==> src/rtl/core/inikey_pkg.sv <==
package inikey_pkg;

   // Characters that steer the scanner.
   localparam logic [7:0] CHAR_HASH    = 8'h23;
   localparam logic [7:0] CHAR_LBRACK  = 8'h5B;
   localparam logic [7:0] CHAR_RBRACK  = 8'h5D;
   localparam logic [7:0] CHAR_EQUALS  = 8'h3D;
   localparam logic [7:0] CHAR_NEWLINE = 8'h0A;
   localparam logic [7:0] CHAR_TAB     = 8'h09;
   localparam logic [7:0] CHAR_SPACE   = 8'h20;

   localparam int CSR_INDEX_W = 2;

   typedef enum logic [CSR_INDEX_W-1:0] {
      CSR_SECTION_NAME   = 2'd0,
      CSR_SECTION_LENGTH = 2'd1,
      CSR_KEY_NAME       = 2'd2,
      CSR_KEY_LENGTH     = 2'd3
   } csr_index_type;

   typedef struct packed {
      logic [7:0] text_byte;
      logic       is_last;
   } text_beat_type;

   typedef struct packed {
      logic        found;
      logic [63:0] value_bytes;
      logic [3:0]  value_length;
      logic        value_overflow;
   } result_beat_type;

endpackage

==> src/rtl/core/ini_section_key_lookup.sv <==
// Channel  Direction  Handshake            Payload
// req      in         req_valid/req_stall  req_text_byte, req_is_last
// rsp      out        rsp_valid/rsp_stall  rsp_found, rsp_value_bytes,
//                                          rsp_value_length, rsp_value_overflow
// csr      in         csr_write_enable     csr_index, csr_data
//
// One text byte is taken per cycle while req_stall is low; a beat passes an input
// register, is scanned combinationally against the state registers, and any
// result lands in the output register, which drives rsp_valid.
// Reset clears the configuration to zero and the scanner to a line start.
// A stalled result holds the output register, and the byte behind it then
// waits in the input register; req_stall is high while that register holds a
// byte that the scanner cannot take, so at most one more byte is taken.
module ini_section_key_lookup #(
   parameter int NAME_BYTES  = 8,
   parameter int VALUE_BYTES = 8
) (
   input  logic                               clock,
   input  logic                               reset,
   input  logic                               req_valid,
   output logic                               req_stall,
   input  logic [7:0]                         req_text_byte,
   input  logic                               req_is_last,
   output logic                               rsp_valid,
   input  logic                               rsp_stall,
   output logic                               rsp_found,
   output logic [63:0]                        rsp_value_bytes,
   output logic [3:0]                         rsp_value_length,
   output logic                               rsp_value_overflow,
   input  logic                               csr_write_enable,
   input  logic [inikey_pkg::CSR_INDEX_W-1:0] csr_index,
   input  logic [63:0]                        csr_data
);
   import inikey_pkg::*;

   logic            take;
   logic            beat_valid;
   text_beat_type   beat;
   logic            result_valid;
   result_beat_type result;

   inikey_in_stage u_in_stage (
      .clock         (clock),
      .reset         (reset),
      .req_valid     (req_valid),
      .req_stall     (req_stall),
      .req_text_byte (req_text_byte),
      .req_is_last   (req_is_last),
      .take          (take),
      .beat_valid    (beat_valid),
      .beat          (beat)
   );

   inikey_scan #(
      .NAME_BYTES  (NAME_BYTES),
      .VALUE_BYTES (VALUE_BYTES)
   ) u_scan (
      .clock            (clock),
      .reset            (reset),
      .csr_write_enable (csr_write_enable),
      .csr_index        (csr_index),
      .csr_data         (csr_data),
      .beat_valid       (beat_valid),
      .beat             (beat),
      .advance          (take),
      .result_valid     (result_valid),
      .result           (result)
   );

   inikey_out_stage u_out_stage (
      .clock              (clock),
      .reset              (reset),
      .result_valid       (result_valid),
      .result             (result),
      .take               (take),
      .rsp_valid          (rsp_valid),
      .rsp_stall          (rsp_stall),
      .rsp_found          (rsp_found),
      .rsp_value_bytes    (rsp_value_bytes),
      .rsp_value_length   (rsp_value_length),
      .rsp_value_overflow (rsp_value_overflow)
   );

endmodule

==> src/rtl/core/inikey_in_stage.sv <==
module inikey_in_stage (
   input  logic                   clock,
   input  logic                   reset,
   input  logic                   req_valid,
   output logic                   req_stall,
   input  logic [7:0]             req_text_byte,
   input  logic                   req_is_last,
   input  logic                   take,
   output logic                   beat_valid,
   output inikey_pkg::text_beat_type beat
);
   import inikey_pkg::*;

   logic          valid_ff;
   text_beat_type beat_ff;

   // The held beat leaves when the scanner takes it, which frees the slot.
   assign req_stall  = valid_ff && !take;
   assign beat_valid = valid_ff;
   assign beat       = beat_ff;

   always_ff @(posedge clock) begin
      if (reset) begin
         valid_ff <= 1'b0;
      end else if (!req_stall) begin
         valid_ff <= req_valid;
      end
      if (req_valid && !req_stall) begin
         beat_ff.text_byte <= req_text_byte;
         beat_ff.is_last   <= req_is_last;
      end
   end

endmodule

==> src/rtl/core/inikey_scan.sv <==
module inikey_scan #(
   parameter int NAME_BYTES  = 8,
   parameter int VALUE_BYTES = 8
) (
   input  logic                            clock,
   input  logic                            reset,
   input  logic                            csr_write_enable,
   input  logic [inikey_pkg::CSR_INDEX_W-1:0] csr_index,
   input  logic [63:0]                     csr_data,
   input  logic                            beat_valid,
   input  inikey_pkg::text_beat_type       beat,
   input  logic                            advance,
   output logic                            result_valid,
   output inikey_pkg::result_beat_type     result
);
   import inikey_pkg::*;

   localparam int NBUF_W = 8 * NAME_BYTES;
   localparam int VBUF_W = 8 * VALUE_BYTES;
   localparam int NCNT_W = $clog2(NAME_BYTES + 1);
   localparam int VCNT_W = $clog2(VALUE_BYTES + 1);

   typedef struct packed {
      logic comment;
      logic section;
      logic key;
      logic value;
      logic line_start;
      logic sec_match;
      logic key_match;
   } mode_type;

   localparam mode_type MODE_START = '{
      comment:    1'b0,
      section:    1'b0,
      key:        1'b0,
      value:      1'b0,
      line_start: 1'b1,
      sec_match:  1'b0,
      key_match:  1'b0
   };

   logic [63:0]       section_name_ff;
   logic [3:0]        section_length_ff;
   logic [63:0]       key_name_ff;
   logic [3:0]        key_length_ff;

   mode_type          mode_ff,  mode_in;
   logic [NBUF_W-1:0] nbuf_ff,  nbuf_in;
   logic [NCNT_W-1:0] ncnt_ff,  ncnt_in;
   logic              ntl_ff,   ntl_in;
   logic [VBUF_W-1:0] vbuf_ff,  vbuf_in;
   logic [VCNT_W-1:0] vcnt_ff,  vcnt_in;
   logic              vcut_ff,  vcut_in;
   logic              done_ff,  done_in;

   logic              emit;
   logic              not_found;
   logic              sec_hit;
   logic              key_hit;
   logic              line_start_now;
   logic [7:0]        c;

   // A name matches only at exactly the configured length and bytes.
   function automatic logic name_match(
      input logic [NBUF_W-1:0] buf_bytes,
      input logic [NCNT_W-1:0] count,
      input logic              too_long,
      input logic [63:0]       want,
      input logic [3:0]        want_len
   );
      logic [NBUF_W-1:0] masked;
      masked = '0;
      for (int i = 0; i < NAME_BYTES; i++) begin
         if (4'(i) < want_len) begin
            masked[8*i +: 8] = want[8*i +: 8];
         end
      end
      return !too_long && (want_len == 4'(count)) && (buf_bytes == masked);
   endfunction

   assign sec_hit = name_match(nbuf_ff, ncnt_ff, ntl_ff, section_name_ff,
                               section_length_ff);
   assign c       = beat.text_byte;

   always_comb begin
      mode_in        = mode_ff;
      nbuf_in        = nbuf_ff;
      ncnt_in        = ncnt_ff;
      ntl_in         = ntl_ff;
      vbuf_in        = vbuf_ff;
      vcnt_in        = vcnt_ff;
      vcut_in        = vcut_ff;
      done_in        = done_ff;
      emit           = 1'b0;
      key_hit        = 1'b0;
      line_start_now = mode_ff.line_start;

      if (!done_ff) begin
         if (!mode_ff.comment) begin
            if (c == CHAR_HASH) begin
               mode_in.comment = 1'b1;
            end else begin
               if (c == CHAR_LBRACK && line_start_now) begin
                  mode_in.sec_match = 1'b0;
                  mode_in.section   = 1'b1;
                  nbuf_in = '0;
                  ncnt_in = '0;
                  ntl_in  = 1'b0;
               end
               if (c != CHAR_LBRACK && line_start_now && mode_in.sec_match) begin
                  mode_in.key = 1'b1;
                  nbuf_in = '0;
                  ncnt_in = '0;
                  ntl_in  = 1'b0;
               end
               if (c == CHAR_RBRACK && mode_in.section) begin
                  mode_in.section = 1'b0;
                  if (sec_hit) begin
                     mode_in.sec_match = 1'b1;
                  end
               end
               if (c == CHAR_EQUALS && mode_in.key) begin
                  // The name may have been cleared by a key start in this beat.
                  key_hit = name_match(nbuf_in, ncnt_in, ntl_in, key_name_ff,
                                       key_length_ff);
                  mode_in.key       = 1'b0;
                  mode_in.value     = 1'b1;
                  mode_in.key_match = key_hit;
                  vbuf_in = '0;
                  vcnt_in = '0;
                  vcut_in = 1'b0;
               end
               if ((c == CHAR_NEWLINE || c == CHAR_TAB || c == CHAR_SPACE) &&
                   mode_in.value && mode_in.sec_match && mode_in.key_match) begin
                  emit    = 1'b1;
                  done_in = 1'b1;
               end else begin
                  if ((mode_in.section && c != CHAR_LBRACK) || mode_in.key) begin
                     if (ncnt_in < NCNT_W'(NAME_BYTES)) begin
                        for (int i = 0; i < NAME_BYTES; i++) begin
                           if (ncnt_in == NCNT_W'(i)) begin
                              nbuf_in[8*i +: 8] = c;
                           end
                        end
                        ncnt_in = NCNT_W'(ncnt_in + 1'b1);
                     end else begin
                        ntl_in = 1'b1;
                     end
                  end
                  if (mode_in.value && c != CHAR_EQUALS) begin
                     if (vcnt_in < VCNT_W'(VALUE_BYTES)) begin
                        for (int i = 0; i < VALUE_BYTES; i++) begin
                           if (vcnt_in == VCNT_W'(i)) begin
                              vbuf_in[8*i +: 8] = c;
                           end
                        end
                        vcnt_in = VCNT_W'(vcnt_in + 1'b1);
                     end else begin
                        vcut_in = 1'b1;
                     end
                  end
                  mode_in.line_start = 1'b0;
               end
            end
         end
         if (!done_in && c == CHAR_NEWLINE) begin
            mode_in.comment    = 1'b0;
            mode_in.section    = 1'b0;
            mode_in.key        = 1'b0;
            mode_in.value      = 1'b0;
            mode_in.key_match  = 1'b0;
            mode_in.line_start = 1'b1;
            nbuf_in = '0;
            ncnt_in = '0;
            ntl_in  = 1'b0;
            vbuf_in = '0;
            vcnt_in = '0;
            vcut_in = 1'b0;
         end
      end

      not_found = beat.is_last && !done_in;

      // The last byte of a text returns the scanner to its starting state.
      if (beat.is_last) begin
         mode_in = MODE_START;
         nbuf_in = '0;
         ncnt_in = '0;
         ntl_in  = 1'b0;
         vbuf_in = '0;
         vcnt_in = '0;
         vcut_in = 1'b0;
         done_in = 1'b0;
      end
   end

   assign result_valid = beat_valid && (emit || not_found);

   always_comb begin
      result.found          = emit;
      result.value_bytes    = emit ? 64'(vbuf_ff) : '0;
      result.value_length   = emit ? 4'(vcnt_ff) : '0;
      result.value_overflow = emit && vcut_ff;
   end

   always_ff @(posedge clock) begin
      if (reset) begin
         section_name_ff    <= '0;
         section_length_ff  <= '0;
         key_name_ff        <= '0;
         key_length_ff      <= '0;
      end else if (csr_write_enable) begin
         unique case (csr_index_type'(csr_index))
            CSR_SECTION_NAME:   section_name_ff   <= csr_data;
            CSR_SECTION_LENGTH: section_length_ff <= csr_data[3:0];
            CSR_KEY_NAME:       key_name_ff       <= csr_data;
            CSR_KEY_LENGTH:     key_length_ff     <= csr_data[3:0];
            default: ;
         endcase
      end
   end

   always_ff @(posedge clock) begin
      if (reset) begin
         mode_ff            <= MODE_START;
         nbuf_ff            <= '0;
         ncnt_ff            <= '0;
         ntl_ff             <= 1'b0;
         vbuf_ff            <= '0;
         vcnt_ff            <= '0;
         vcut_ff            <= 1'b0;
         done_ff            <= 1'b0;
      end else if (beat_valid && advance) begin
         mode_ff <= mode_in;
         nbuf_ff <= nbuf_in;
         ncnt_ff <= ncnt_in;
         ntl_ff  <= ntl_in;
         vbuf_ff <= vbuf_in;
         vcnt_ff <= vcnt_in;
         vcut_ff <= vcut_in;
         done_ff <= done_in;
      end
   end

endmodule

==> src/rtl/core/inikey_out_stage.sv <==
module inikey_out_stage (
   input  logic                        clock,
   input  logic                        reset,
   input  logic                        result_valid,
   input  inikey_pkg::result_beat_type result,
   output logic                        take,
   output logic                        rsp_valid,
   input  logic                        rsp_stall,
   output logic                        rsp_found,
   output logic [63:0]                 rsp_value_bytes,
   output logic [3:0]                  rsp_value_length,
   output logic                        rsp_value_overflow
);
   import inikey_pkg::*;

   logic            valid_ff;
   result_beat_type result_ff;

   // The slot is free when empty or when its beat leaves at this edge.
   assign take = !valid_ff || !rsp_stall;

   assign rsp_valid          = valid_ff;
   assign rsp_found          = result_ff.found;
   assign rsp_value_bytes    = result_ff.value_bytes;
   assign rsp_value_length   = result_ff.value_length;
   assign rsp_value_overflow = result_ff.value_overflow;

   always_ff @(posedge clock) begin
      if (reset) begin
         valid_ff <= 1'b0;
      end else if (take) begin
         valid_ff <= result_valid;
      end
      if (take && result_valid) begin
         result_ff <= result;
      end
   end

endmodule

==> config.mk <==
export PLATFORM = sky130hd
export DESIGN_NAME = ini_section_key_lookup
export DESIGN_NICKNAME = d
export VERILOG_FILES = /design/src/rtl/core/inikey_pkg.sv /design/src/rtl/core/ini_section_key_lookup.sv /design/src/rtl/core/inikey_in_stage.sv /design/src/rtl/core/inikey_scan.sv /design/src/rtl/core/inikey_out_stage.sv
export SDC_FILE = /design/constraint.sdc
export NUM_CORES = 1
export LEC_CHECK = 0
export BUFFER_PORTS_ARGS = -buffer_cell sky130_fd_sc_hd__clkbuf_2
export CORE_ASPECT_RATIO = 0.5
export CORE_UTILIZATION = 55
export CTS_CLUSTER_DIAMETER = 80
export CTS_CLUSTER_SIZE = 24
export DETAILED_ROUTE_END_ITERATION = 10
export PLACE_DENSITY = 0.75
export SYNTH_ARGS = -nofsm -noshare
export SYNTH_HDL_FRONTEND = slang
export SYNTH_SLANG_ARGS = --single-unit
==> constraint.sdc <==
create_clock -name clock -period 13.6 [get_ports clock]
set_clock_uncertainty 0.05 [all_clocks]
set_input_delay 4.08 -clock clock [delete_from_list [all_inputs] [get_ports clock]]
set_output_delay 4.08 -clock clock [all_outputs]
set_load 0.1 [all_outputs]
==> summary by stage <==
Status
The run finished with clean final reports.

Detailed routing
In the routed design, unresolved DRC markers number 0. The via count is 15,700. For this block, the routed nets add up to 60,100 um of wire. The starting DRC count in detailed routing is 2,274. The remaining number of nets flagged by the antenna check after routing is 0. The average vias per placed instance is 6.50.

After detailed routing, the average wire length per cell comes to 25.0 um. The first-pass iteration count of the detailed router is 9.

Synthesis
Summing every instance area after synthesis gives 0.0171 mm^2. The sequential-to-total area share from yosys stat is 0.471. In this run, synthesis produced a sequential element count of 363. In this run the mean area of a mapped cell was 8.91 um^2. The cell count after synthesis is 1,922. The number of warning messages in the yosys log is 0. In the post-synthesis netlist, the biggest area contributors are dfxtp_1 (33%), edfxtp_1 (14%), nand2_1 (6.9%).

Counting flops with a built-in enable in the synthesized netlist gives 79. The prevailing post-synth register cell is dfxtp_1. The share of Yosys cell area claimed by the top area cell type is 0.332. The number of distinct library cell variants in the gate-level netlist after synthesis is 94. The proportion of register bits with asynchronous set or reset after synthesis is 0. The number of nets in the synthesized netlist is 2,010. The synthesized design spends more area on one cell type than any other, namely dfxtp_1.

Worst setup path
The data arrival at the endpoint of the critical path is 4.83 ns. For this run, the slowest stage of the critical path takes 0.47 ns. The cell family with the largest share of critical-path delay is buffers and inverters. The highest net fanout along the worst path is 3. The critical path launch point type is an input port. STA puts the critical path data required time at 9.47 ns. Walking the worst path, the cells encountered are clkbuf_2, and3_1, clkbuf_2. The critical path start-end classification is in -> out. The critical path endpoint category is an output pin. The combined buffer and inverter count along the critical path is 2. By instance count, the cell type seen most on the critical path is clkbuf_2. For this design, the slowest cell found on the critical path is clkbuf_2.

Floorplanning
The floorplan die area is 0.0319 mm^2. The chip height is 127 um. Row generation in the floorplan step produced 45 rows. The top-level port count is 152.

In this run the standard cell core region covers 0.0305 mm^2. The initial core utilization is 0.562. The width of the die is 252 um.

Timing
The final-report setup violation count is 0. The worst path meets setup with 4.64 ns of slack. The fmax is 0.112 GHz. Setup repair after global routing left no endpoint under its margin. The time the worst path needs with I/O delays and setup is 8.96 ns. The number of hold violations in the final report came to 0. The actual slew at the worst max-slew pin is 1.23 ns.

The aggregate negative setup slack is 0 ns. The normalized max-slew margin is 0.178. The number of max-slew violations in the final report is 0. In the finished design, the share of the clock period the worst path needs comes to 0.659.

Global routing
Entering global routing, the biggest net connects 76 pins. Global routing finished with a remaining overflow of 0. The via count of the first global-routing pass was 14,000. The number of antenna violations at the first check in global routing came to 0. The global-route wire length before repair is 88,900 um. Across every metal layer, demand over resource in global routing totals 0.371.

Final layout
Leaving out fill and tap cells, the most frequent cell in the layout is nand2_1. The diode insertion count for antenna repair is 0. The number of inserted filler cells in the final layout is 2,721. The layout-stage area growth over the synthesis result is 8.72%. The share of post-route cells with drive strength above 1 is 0.146.

The net count of the finished layout is 2,066. The top cell types in the final layout, fill and taps aside, are nand2_1 (317), dfxtp_1 (284), a21oi_1 (179), clkbuf_2 (150), inv_1 (85). At the end of the flow the core is filled with cells to 0.611.

Run
The count of max-cap constraint violations is 0.

Clock tree
The clock latency of the later-clocked register in the worst-skew pair is 0.56 ns. In this run the number of H-tree levels came out at 1. The number of buffers inserted by hold repair at cts is 0. The number of resized instances in the post-cts repair step is 0.

The tree is rooted in a clkbuf_16. The register clock-pin slew on the reported worst setup and hold paths is 0.09 ns. The count of buffers added by post-CTS timing repair for setup is 0. The number of buffers created by CTS is 19.

TritonCTS built the clock tree. The longest clock path from root to sink contains 3 buffers. The CTS sink count is 363.

Place
The worst slack at placement is 4.65 ns. The HPWL after detailed placement is 43,100 um. The placer congestion estimate is 1.10. Buffers placed on the I/O ports in this run total 151.

Pwr
The share of total power dissipated in combinational logic is 0.084. The completed layout was analyzed and its total power is 1.93 mW. The leakage power is 6.74 nW.

The relative contribution of the clock network to total power is 0.326. The share of total power dissipated in sequential elements is 0.590. The maximum vdd drop is 0.0956 mV. The switching share of power is 0.262.

The switching power of the nets is 505 uW. Cell internal power was estimated by the tool at 1.42 mW. For this design the ratio of total power to cell area is 104 mW/mm^2.

Hold path
In this run the worst hold path is classified as reg -> reg.
-- cell type report --
cell class / count / area (um^2) / share of cell area
Multi-Input combinational cell: 1329 / 8190 / 0.440
Tap cell: 423 / 529 / 0.0284
Inverter: 85 / 319 / 0.0171
Clock inverter: 2 / 38.8 / 0.00208
Sequential cell: 363 / 8060 / 0.433
Timing Repair Buffer: 180 / 976 / 0.0524
Clock buffer: 27 / 505 / 0.0272
-- logic make-up after synthesis --
family                   synth area share
AND/OR/NAND/NOR                     0.193
buffers and inverters              0.0547
AO/OA/AOI/OAI                       0.255
multiplexers                      0.00643
flip-flops                          0.471
adder cells (fa/ha/maj)           0.00585
XOR/XNOR                           0.0148
-- path summary, 6_finish.rpt --
path	from	end	slack, ns	depth (start not counted)
max	rsp_stall	req_stall	4.64	3
min	u_scan.section_name_ff[3]	u_scan.section_name_ff[3]	0.41	2
max reg2reg	u_in_stage.beat[4]	u_out_stage.rsp_value_bytes[21]	6.81	11
min reg2reg	u_scan.section_name_ff[3]	u_scan.section_name_ff[3]	0.41	2
-- registers in the layout (all words and copies together) (netlist names), 6 cells and up --
signal	count
u_out_stage.rsp_value_bytes	64
u_scan.key_name_ff	64
u_scan.nbuf_ff	64
u_scan.section_name_ff	64
u_scan.vbuf_ff	64
u_in_stage.beat	9
u_scan.mode_ff	6
-- worst register-to-register path: stages, from the launching register on --
cell and delay (ns):
edfxtp_1 1.12, and4b_1 0.51, a21o_1 0.37, nand2_1 0.50
a211oi_1 0.53, a2bb2oi_1 0.41, nand4b_1 0.33, o21ai_2 0.43
nand2_2 0.25, or2_2 0.43, a211oi_4 0.77, buf_4 0.69
-- power groups by stage --
stage / Combinational, mW / Sequential [mW] / Clock [mW]
3_5_place_dp: 0.157 / 1.16 / 0
4_1_cts: 0.157 / 1.14 / 0.632
6_report: 0.162 / 1.14 / 0.628
5_1_grt: 0.171 / 1.14 / 0.675
3_3_place_gp: 0.156 / 1.16 / 0
2_1_floorplan: 0.0883 / 1.17 / 0
-- cell usage after synthesis, types with 7 or more instances --
| cell | count |
|---|---|
| a21bo_2 | 18 |
| nor2b_1 | 23 |
| ha_1 | 8 |
| o21ai_0 | 66 |
| buf_1 | 12 |
| inv_1 | 85 |
| nand4_1 | 31 |
| a21o_1 | 15 |
| nand2b_1 | 18 |
| buf_2 | 33 |
| and2_1 | 77 |
| a22oi_1 | 12 |
| xor2_1 | 8 |
| nor2_1 | 60 |
| nand2_1 | 317 |
| mux2i_1 | 11 |
| o32ai_1 | 11 |
| o22ai_1 | 48 |
| o21ai_1 | 17 |
| o2bb2ai_1 | 8 |
| a21boi_0 | 7 |
| a21oi_1 | 181 |
| o31ai_1 | 20 |
| o221ai_1 | 8 |
| nand3_1 | 51 |
| nor3_1 | 11 |
| and3_1 | 9 |
| a31oi_1 | 20 |
| dfxtp_1 | 284 |
| a22o_1 | 34 |
| a211oi_1 | 10 |
| clkbuf_1 | 94 |
| nor4_1 | 13 |
| edfxtp_1 | 79 |
| xnor2_1 | 21 |
| a31o_2 | 20 |
| nor4bb_1 | 12 |
| a32o_1 | 28 |
| a2111oi_0 | 8 |
| o31ai_2 | 8 |
-- stage by stage --
step                      std cells  hold slack [ns]  instance area [um^2]
final                          2409            0.408                 18600
after detailed placement       2380            0.394                 18100
after CTS                      2409            0.407                 18600
after global routing           2409            0.420                 18600
after global placement         2380            0.389                 18100
after floorplan                1922            0.382                 17100
-- metal layers --
layer  GRT usage  vias up  part of all wire
met5           0        -                 0
met4      0.0907        0             0.026
met3      0.0975      115              0.12
met2       0.533      878              0.41
met1       0.552     7618              0.45
li1            -     7053                 -
(Power assumes the default switching activity.)
